<file path="src/rtl/core/exptok_pkg.sv">
`timescale 1ns / 1ps
`default_nettype none

package exptok_pkg;

  typedef enum logic [4:0] {
    TkEq      = 5'd0,
    TkPlus    = 5'd1,
    TkMinus   = 5'd2,
    TkNotEq   = 5'd3,
    TkBang    = 5'd4,
    TkDivide  = 5'd5,
    TkMult    = 5'd6,
    TkLe      = 5'd7,
    TkLt      = 5'd8,
    TkGe      = 5'd9,
    TkGt      = 5'd10,
    TkString  = 5'd11,
    TkLparen  = 5'd12,
    TkRparen  = 5'd13,
    TkAnd     = 5'd14,
    TkOr      = 5'd15,
    TkEof     = 5'd16,
    TkIdent   = 5'd17,
    TkInt     = 5'd18,
    TkIllegal = 5'd19
  } token_kind_e;

  typedef enum logic [2:0] {
    ModeIdle   = 3'd0,
    ModeIdent  = 3'd1,
    ModeNumber = 3'd2,
    ModeString = 3'd3,
    ModeEscape = 3'd4,
    ModeOper   = 3'd5
  } scan_mode_e;

  typedef struct packed {
    token_kind_e kind;
    logic [15:0] start;
    logic [15:0] length;
    logic        last;
  } token_t;

  localparam logic [7:0] ChNul    = 8'h00;
  localparam logic [7:0] ChTab    = 8'h09;
  localparam logic [7:0] ChLf     = 8'h0a;
  localparam logic [7:0] ChCr     = 8'h0d;
  localparam logic [7:0] ChSpace  = 8'h20;
  localparam logic [7:0] ChBang   = 8'h21;
  localparam logic [7:0] ChAmp    = 8'h26;
  localparam logic [7:0] ChQuote  = 8'h27;
  localparam logic [7:0] ChLparen = 8'h28;
  localparam logic [7:0] ChRparen = 8'h29;
  localparam logic [7:0] ChStar   = 8'h2a;
  localparam logic [7:0] ChPlus   = 8'h2b;
  localparam logic [7:0] ChMinus  = 8'h2d;
  localparam logic [7:0] ChSlash  = 8'h2f;
  localparam logic [7:0] ChLt     = 8'h3c;
  localparam logic [7:0] ChEq     = 8'h3d;
  localparam logic [7:0] ChGt     = 8'h3e;
  localparam logic [7:0] ChBslash = 8'h5c;
  localparam logic [7:0] ChUnder  = 8'h5f;
  localparam logic [7:0] ChBar    = 8'h7c;

  localparam logic [15:0] LenMax = 16'hffff;

  function automatic logic is_letter(input logic [7:0] c);
    is_letter = (c >= 8'h61 && c <= 8'h7a) || (c >= 8'h41 && c <= 8'h5a) || (c == ChUnder);
  endfunction

  function automatic logic is_digit(input logic [7:0] c);
    is_digit = (c >= 8'h30 && c <= 8'h39);
  endfunction

  function automatic token_kind_e single_kind(input logic [7:0] op);
    case (op)
      ChBang:  single_kind = TkBang;
      ChLt:    single_kind = TkLt;
      ChGt:    single_kind = TkGt;
      default: single_kind = TkIllegal;
    endcase
  endfunction

endpackage

`default_nettype wire

</file>
<file path="src/rtl/core/expression_tokenizer_unit.sv">
// An accepted byte is registered, scanned once the token queue has room for two
// tokens, and its tokens are then offered from the four-entry token queue.
// Throughput: one byte per cycle while the token queue has room for two tokens; a
// byte that gives two tokens (flush plus EOF, or a held token plus a single-byte token)
// writes both into the token queue at once, and the queue absorbs the extra token.
// Reset: asynchronous, clears the scanner state, byte position, input valid flag and queue.
`timescale 1ns / 1ps
`default_nettype none

module expression_tokenizer_unit
  import exptok_pkg::*;
#(
  parameter int POSITION_BITS = 16
) (
  input  wire logic        clk_i,
  input  wire logic        rst_ni,
  input  wire logic        in_valid_i,
  output logic             in_stall_o,
  input  wire logic [7:0]  char_code_i,
  input  wire logic        end_of_text_i,
  output logic             out_valid_o,
  input  wire logic        out_stall_i,
  output logic [4:0]       token_kind_o,
  output logic [15:0]      token_start_o,
  output logic [15:0]      token_length_o,
  output logic             last_of_run_o
);

  localparam int QDepth = 4;
  localparam int PtrW   = $clog2(QDepth);
  localparam int CntW   = $clog2(QDepth + 1);

  typedef logic [POSITION_BITS-1:0] pos_t;

  logic        in_valid_q;
  logic [7:0]  char_q;
  logic        end_q;

  scan_mode_e  mode_q, mode_d;
  logic [7:0]  held_q, held_d;
  pos_t        lstart_q, lstart_d;
  pos_t        pos_q, pos_d;
  logic [15:0] run_q, run_d;

  token_t      q_q [QDepth];
  logic [PtrW-1:0] head_q, tail_q;
  logic [CntW-1:0] cnt_q, cnt_d;

  logic        take, proc, pop, is_end;
  logic        h_vld, s_vld;
  token_t      h_tok, s_tok;
  token_t      res [2];
  logic [1:0]  n_res;

  logic        st_emit;
  token_kind_e st_kind;
  scan_mode_e  st_mode;
  logic [15:0] run_inc;

  assign proc       = in_valid_q && (cnt_q <= CntW'(QDepth - 2));
  assign in_stall_o = in_valid_q && !proc;
  assign take       = in_valid_i && !in_stall_o;
  assign pop        = out_valid_o && !out_stall_i;
  assign is_end     = end_q || (char_q == ChNul);
  assign run_inc    = (run_q == LenMax) ? run_q : run_q + 16'd1;

  always_ff @(posedge clk_i or negedge rst_ni) begin
    if (!rst_ni) begin
      in_valid_q <= 1'b0;
    end else if (take) begin
      in_valid_q <= 1'b1;
    end else if (proc) begin
      in_valid_q <= 1'b0;
    end
  end

  always_ff @(posedge clk_i) begin
    if (take) begin
      char_q <= char_code_i;
      end_q  <= end_of_text_i;
    end
  end

  // decode of a byte that starts a new token
  always_comb begin
    st_emit = 1'b0;
    st_kind = TkIllegal;
    st_mode = ModeIdle;
    case (char_q) inside
      ChSpace, ChTab, ChLf, ChCr: ;
      ChPlus:   begin st_emit = 1'b1; st_kind = TkPlus;   end
      ChMinus:  begin st_emit = 1'b1; st_kind = TkMinus;  end
      ChSlash:  begin st_emit = 1'b1; st_kind = TkDivide; end
      ChStar:   begin st_emit = 1'b1; st_kind = TkMult;   end
      ChLparen: begin st_emit = 1'b1; st_kind = TkLparen; end
      ChRparen: begin st_emit = 1'b1; st_kind = TkRparen; end
      ChEq, ChBang, ChLt, ChGt, ChAmp, ChBar: st_mode = ModeOper;
      ChQuote:  st_mode = ModeString;
      default: begin
        if (is_letter(char_q)) begin
          st_mode = ModeIdent;
        end else if (is_digit(char_q)) begin
          st_mode = ModeNumber;
        end else begin
          st_emit = 1'b1;
        end
      end
    endcase
  end

  always_comb begin
    mode_d   = mode_q;
    held_d   = held_q;
    lstart_d = lstart_q;
    pos_d    = pos_q + pos_t'(1);
    run_d    = run_q;
    h_vld    = 1'b0;
    h_tok    = '{kind: TkIllegal, start: 16'(lstart_q), length: run_q, last: 1'b0};
    s_vld    = 1'b0;
    s_tok    = '{kind: st_kind, start: 16'(pos_q), length: 16'd1, last: 1'b0};

    if (is_end) begin
      case (mode_q)
        ModeOper: begin
          h_vld        = 1'b1;
          h_tok.kind   = single_kind(held_q);
          h_tok.length = 16'd1;
        end
        ModeIdent: begin
          h_vld      = 1'b1;
          h_tok.kind = TkIdent;
        end
        ModeNumber: begin
          h_vld      = 1'b1;
          h_tok.kind = TkInt;
        end
        ModeString, ModeEscape: h_vld = 1'b1;
        default: ;
      endcase
      s_vld        = 1'b1;
      s_tok.kind   = TkEof;
      s_tok.length = 16'd0;
      mode_d       = ModeIdle;
      held_d       = 8'd0;
      lstart_d     = '0;
      pos_d        = '0;
      run_d        = 16'd0;
    end else begin
      case (mode_q)
        ModeOper: begin
          h_vld        = 1'b1;
          h_tok.length = 16'd2;
          mode_d       = ModeIdle;
          case (held_q)
            ChEq:    h_tok.kind = TkEq;
            ChBang:  h_tok.kind = TkNotEq;
            ChLt:    h_tok.kind = TkLe;
            ChGt:    h_tok.kind = TkGe;
            ChAmp:   h_tok.kind = TkAnd;
            default: h_tok.kind = TkOr;
          endcase
          if (!((char_q == ChEq && (held_q == ChEq || held_q == ChBang ||
                                    held_q == ChLt || held_q == ChGt)) ||
                (char_q == ChAmp && held_q == ChAmp) ||
                (char_q == ChBar && held_q == ChBar))) begin
            h_tok.kind   = single_kind(held_q);
            h_tok.length = 16'd1;
            s_vld        = st_emit;
            mode_d       = st_mode;
          end
        end
        ModeIdent, ModeNumber: begin
          if (is_digit(char_q) || (mode_q == ModeIdent && is_letter(char_q))) begin
            run_d = run_inc;
          end else begin
            h_vld      = 1'b1;
            h_tok.kind = (mode_q == ModeIdent) ? TkIdent : TkInt;
            s_vld      = st_emit;
            mode_d     = st_mode;
          end
        end
        ModeString: begin
          if (char_q == ChQuote) begin
            h_vld      = 1'b1;
            h_tok.kind = TkString;
            mode_d     = ModeIdle;
          end else begin
            run_d = run_inc;
            if (char_q == ChBslash) begin
              mode_d = ModeEscape;
            end
          end
        end
        ModeEscape: begin
          run_d  = run_inc;
          mode_d = ModeString;
        end
        default: begin
          s_vld  = st_emit;
          mode_d = st_mode;
        end
      endcase

      // load literal state when a byte opens a new held token
      if ((mode_q == ModeIdle || mode_q == ModeOper || mode_d != mode_q) &&
          !(h_vld && !s_vld && st_mode == ModeIdle
          && mode_q != ModeOper && mode_q != ModeIdent && mode_q != ModeNumber)) begin
        case (mode_d)
          ModeOper: begin
            held_d   = char_q;
            lstart_d = pos_q;
          end
          ModeIdent, ModeNumber: begin
            if (mode_q != ModeIdent && mode_q != ModeNumber || h_vld) begin
              lstart_d = pos_q;
              run_d    = 16'd1;
            end
          end
          ModeString: begin
            if (mode_q != ModeEscape) begin
              lstart_d = pos_q + pos_t'(1);
              run_d    = 16'd0;
            end
          end
          default: ;
        endcase
      end
    end
  end

  always_comb begin
    res[0] = h_vld ? h_tok : s_tok;
    res[1] = s_tok;
    n_res  = 2'(h_vld) + 2'(s_vld);
    res[0].last = (n_res == 2'd1);
    res[1].last = 1'b1;
  end

  always_ff @(posedge clk_i or negedge rst_ni) begin
    if (!rst_ni) begin
      mode_q   <= ModeIdle;
      held_q   <= 8'd0;
      lstart_q <= '0;
      pos_q    <= '0;
      run_q    <= 16'd0;
    end else if (proc) begin
      mode_q   <= mode_d;
      held_q   <= held_d;
      lstart_q <= lstart_d;
      pos_q    <= pos_d;
      run_q    <= run_d;
    end
  end

  always_ff @(posedge clk_i) begin
    if (proc && n_res != 2'd0) begin
      q_q[tail_q] <= res[0];
    end
    if (proc && n_res == 2'd2) begin
      q_q[tail_q + PtrW'(1)] <= res[1];
    end
  end

  assign cnt_d = cnt_q + (proc ? CntW'(n_res) : CntW'(0)) - CntW'(pop);

  always_ff @(posedge clk_i or negedge rst_ni) begin
    if (!rst_ni) begin
      head_q <= '0;
      tail_q <= '0;
      cnt_q  <= '0;
    end else begin
      if (proc) begin
        tail_q <= tail_q + PtrW'(n_res);
      end
      if (pop) begin
        head_q <= head_q + PtrW'(1);
      end
      cnt_q <= cnt_d;
    end
  end

  assign out_valid_o    = (cnt_q != '0);
  assign token_kind_o   = q_q[head_q].kind;
  assign token_start_o  = q_q[head_q].start;
  assign token_length_o = q_q[head_q].length;
  assign last_of_run_o  = q_q[head_q].last;

  a_cnt_bound: assert property (@(posedge clk_i) disable iff (!rst_ni)
    cnt_q <= CntW'(QDepth))
    else $error("token queue count above depth");

  a_pop_only: assert property (@(posedge clk_i) disable iff (!rst_ni)
    (pop && !proc) |=> (cnt_q == $past(cnt_q) - CntW'(1)))
    else $error("token queue count did not drop on transfer");

  a_end_resets: assert property (@(posedge clk_i) disable iff (!rst_ni)
    (proc && is_end) |=> (pos_q == '0 && mode_q == ModeIdle))
    else $error("end of text did not restart the scanner");

  a_end_emits: assert property (@(posedge clk_i) disable iff (!rst_ni)
    (proc && is_end) |-> (n_res != 2'd0))
    else $error("end of text produced no token");

endmodule

`default_nettype wire

</file>
<file path="config.mk">
export PLATFORM = sky130hd
export DESIGN_NAME = expression_tokenizer_unit
export DESIGN_NICKNAME = d
export VERILOG_FILES = /design/src/rtl/core/exptok_pkg.sv /design/src/rtl/core/expression_tokenizer_unit.sv
export SDC_FILE = /design/constraint.sdc
export NUM_CORES = 1
export LEC_CHECK = 0
export BUFFER_PORTS_ARGS = -buffer_cell sky130_fd_sc_hd__buf_4
export CORE_MARGIN = 3
export CORE_UTILIZATION = 50
export DETAILED_ROUTE_END_ITERATION = 7
export PLACE_DENSITY = 0.79
export SLEW_MARGIN = 0
export SYNTH_ARGS = -nofsm -noshare
export SYNTH_HDL_FRONTEND = slang
export SYNTH_SLANG_ARGS = --single-unit
</file>
<file path="constraint.sdc">
create_clock -name clk_i -period 5.4 [get_ports clk_i]
set_input_delay 0.54 -clock clk_i [delete_from_list [all_inputs] [get_ports clk_i]]
set_output_delay 0.54 -clock clk_i [all_outputs]
set_load 0.005 [all_outputs]
</file>
==> reports/results.ini <==
[routing]
wirelength_mm = 29.4
ant_nets = 0
avgViaCountPerCell = 6.46
first_iter_violations = 1086
route.vias.total = 8950
dr.pass1.iters = 8
wl_per_cell_um = 21.2
drc = 6

[place]
portBuffers = 52
gp_congestion = 0.948
dp.cells = 1340
hpwl_mm = 19.6

[critical_path]
cp_slowest_cell = or4_4
cp_data_arrival_time_ps = 5000
cp.required_ps = 5650
critPathBufInv = 4
cp_top_family = simple AND/OR/NAND/NOR gates
critPathMaxStageDelay_ps = 640
startpoint_type = register
critical_path_class = register to register
crit_chain = or4_4, o221ai_1, o211ai_1, a21boi_0, o211a_1, inv_2, ha_1, nor2_1, nand3_1, and2_1, buf_4, inv_1, buf_12
rr_worst_depth = 13
worstPathMaxFanout = 17
crit_path_end_kind = register
cp_num_cells = 13

[power_and_ir_drop]
power_density_nw_per_um2 = 453
power.internal_mw = 3.80
p_seq_share_pct = 39.7
comb_power_share_pct = 31.3
vdd_drop_max_v = 0.000289
switchingPower_mw = 2.03
p_leak_nw = 4.63
p_sw_share_pct = 34.8
power_frac_clock_pct = 29.0

[global_route]
grt_max_degree = 68
globalRouteOverflowTotal = 0
antenna_found_initial = 0
first_global_vias = 8720
track_usage_pct = 23.7
grt_pass1_wl_mm = 47.3

[run]
cap_viol_max_count = 0

[synth]
synth_area_leaders = edfxtp_1 (25%), dfrtp_1 (15%), dfxtp_1 (11%), mux4_2 (7.4%), a22o_1 (5.8%)
synth_edf_count = 97
syn_area_per_cell_um2 = 10.7
synth_ff_type = edfxtp_1
synth_fp_nets = 1098
yosysTopAreaCellShare_pct = 25.2
yosysSeqAreaShare_pct = 50.8
synth_top_area_cell = edfxtp_1
synth_area_um2 = 11600
ys_async_sr_fraction_pct = 29.4
yosysMostFrequentCell = nand2_1
synth_commonest_cells = nand2_1 (161), edfxtp_1 (97), o21ai_0 (95)
synth.distinct_cells = 81
synth.yosys.warnings = 0
synth_seq_cells = 228
netlist_instances = 1076

[sta]
setup_viol = 0
hold_viol_final = 0
worst_clock_skew_ps = 11.7
post-route-period-util_pct = 88.1
fmaxAchievable_mhz = 210
whs_ps = 131
layout_min_cycle_time_ps = 4760
tns_ps = 0
slew_viol_final = 0
rsz0062_at_grt = false
tightest_slew_ps = 1200
relSlewSlack_pct = 19.2

[clock_network]
cts_sinks = 228
numCtsBuffers = 25
clk_pin_slew_ps = 60
htree_levels = 1
hold_buffers = 0
cts_tree = done
cts_setup_buffers = 0
cts_resized = 0
clock_latency_ps = 540
cts_root_buf = clkbuf_16
max-clock-path-buffers = 3

[final_layout]
syn_to_final_growth_pct = 11.4
fin_nets = 1109
drive_gt1_share_pct = 17.3
instances_no_fill = 1386
diodes = 0

[floorplanning]
die_area_um2 = 25000
die_y_um = 158
fp-row-count = 54
initial_core_util_pct = 52.0
top_level_ports = 53
core_um2 = 22200
dieWidth_um = 158

[worst_hold_path]
min_path_type = input port to asynchronous set/reset pin

[run_status]
failed_checks = DRC
status = finished, violations left

## stage by stage
stage	utilization [%]	worst slack, ps	area, µm²	power, mW
6_report	57.9	643	12900	5.83
5_1_grt	57.9	364	12900	6.11
4_1_cts	57.9	779	12900	5.83
3_5_place_dp	54.2	816	12100	4.15
3_3_place_gp	54.2	997	12100	4.10
2_1_floorplan	-	1610	11600	3.51
## placed cells by master, fill, tap and decap left out, types with 5 or more instances in the layout
cell       synthesis  layout
a21o_1             6       6
xnor2_1           18      18
a221oi_1          14      14
a21oi_1           27      27
nand4_1            5       5
o21ai_2           12      12
inv_1             15      15
nor2_1            30      30
nand2_1          161     161
and3_1            13      13
o31ai_1           14      13
a31oi_1           10      10
dfrtp_1           67      66
mux4_2            38      38
clkbuf_16          0      25
nand3_1           31      31
nor3b_1            5       5
or3_1              6       6
nand2b_1           6       6
a22o_1            76      76
o22a_1             8       8
edfxtp_1          97      97
and2_1            13      13
nor4_1             7       7
ha_1               8       8
nor3_1            17      17
or2_2              7       7
o21ai_0           95      95
clkbuf_8           0       5
o22ai_1           24      24
o211ai_1           5       5
dfxtp_1           64      64
nor2b_1            8       8
clkinv_2           0       8
buf_4              7      68
o21ai_1           22      22
## worst paths after layout
kind	start	to	slack, ps
worst min register to register	q_q[0][16]$_SDFFE_PP0N_	q_q[0][16]$_SDFFE_PP0N_	450
worst max register to register	char_q[1]$_DFFE_PP_	q_q[3][32]$_DFFE_PP_	640
min in group clk_i	end_of_text_i	end_q$_DFFE_PP_	180
worst min-delay path	rst_ni	mode_q[1]$_DFFE_PN0P_	130
max in group asynchronous	rst_ni	head_q[0]$_DFFE_PN0P_	4660
worst max-delay path	char_q[1]$_DFFE_PP_	q_q[3][32]$_DFFE_PP_	640
## power by group through the flow
stage               clock (mW)  sequential [mW]  combinational [mW]
floorplan                    0             2.21                1.30
global placement             0             2.33                1.77
detailed placement           0             2.35                1.80
CTS                       1.70             2.31                1.82
global route              1.77             2.35                1.98
finish                    1.69             2.32                1.83
## routing by layer
metal	track usage, %	up-vias	part of all wire [%]
li1	-	4099	-
met4	6.39	0	2.4
met3	4.70	64	9.4
met1	34.1	4313	43
met5	0	-	0
met2	37.1	474	45
## cell families after synthesis
kind of cell             Yosys count  synth area share [%]
XOR/XNOR                          21                  1.59
AO/OA/AOI/OAI                    342                  20.8
buffers and inverters            102                  3.97
multiplexers                      40                  7.58
adder cells (fa/ha/maj)           10                  1.13
flip-flops                       228                  50.8
AND/OR/NAND/NOR                  333                  14.2
## state kept, by name, indices dropped and copies added (netlist names)
| signal | count |
|---|---|
| held_q | 8 |
| in_valid_q | 1 |
| tail_q | 2 |
| run_q | 16 |
| head_q | 2 |
| pos_q | 16 |
| char_q | 8 |
| q_q | 152 |
| end_q | 1 |
| cnt_q | 3 |
| mode_q | 3 |
| lstart_q | 16 |
## area by class of cell
type	count	area, µm²
clock buffer	35	717
clock inverter	11	98.8
fill	1785	9360
inverter	17	63.8
multi-input combinational	746	5240
sequential	228	5870
tap	280	350
timing repair buffer	69	531
Power figures use the tool's default switching activity.
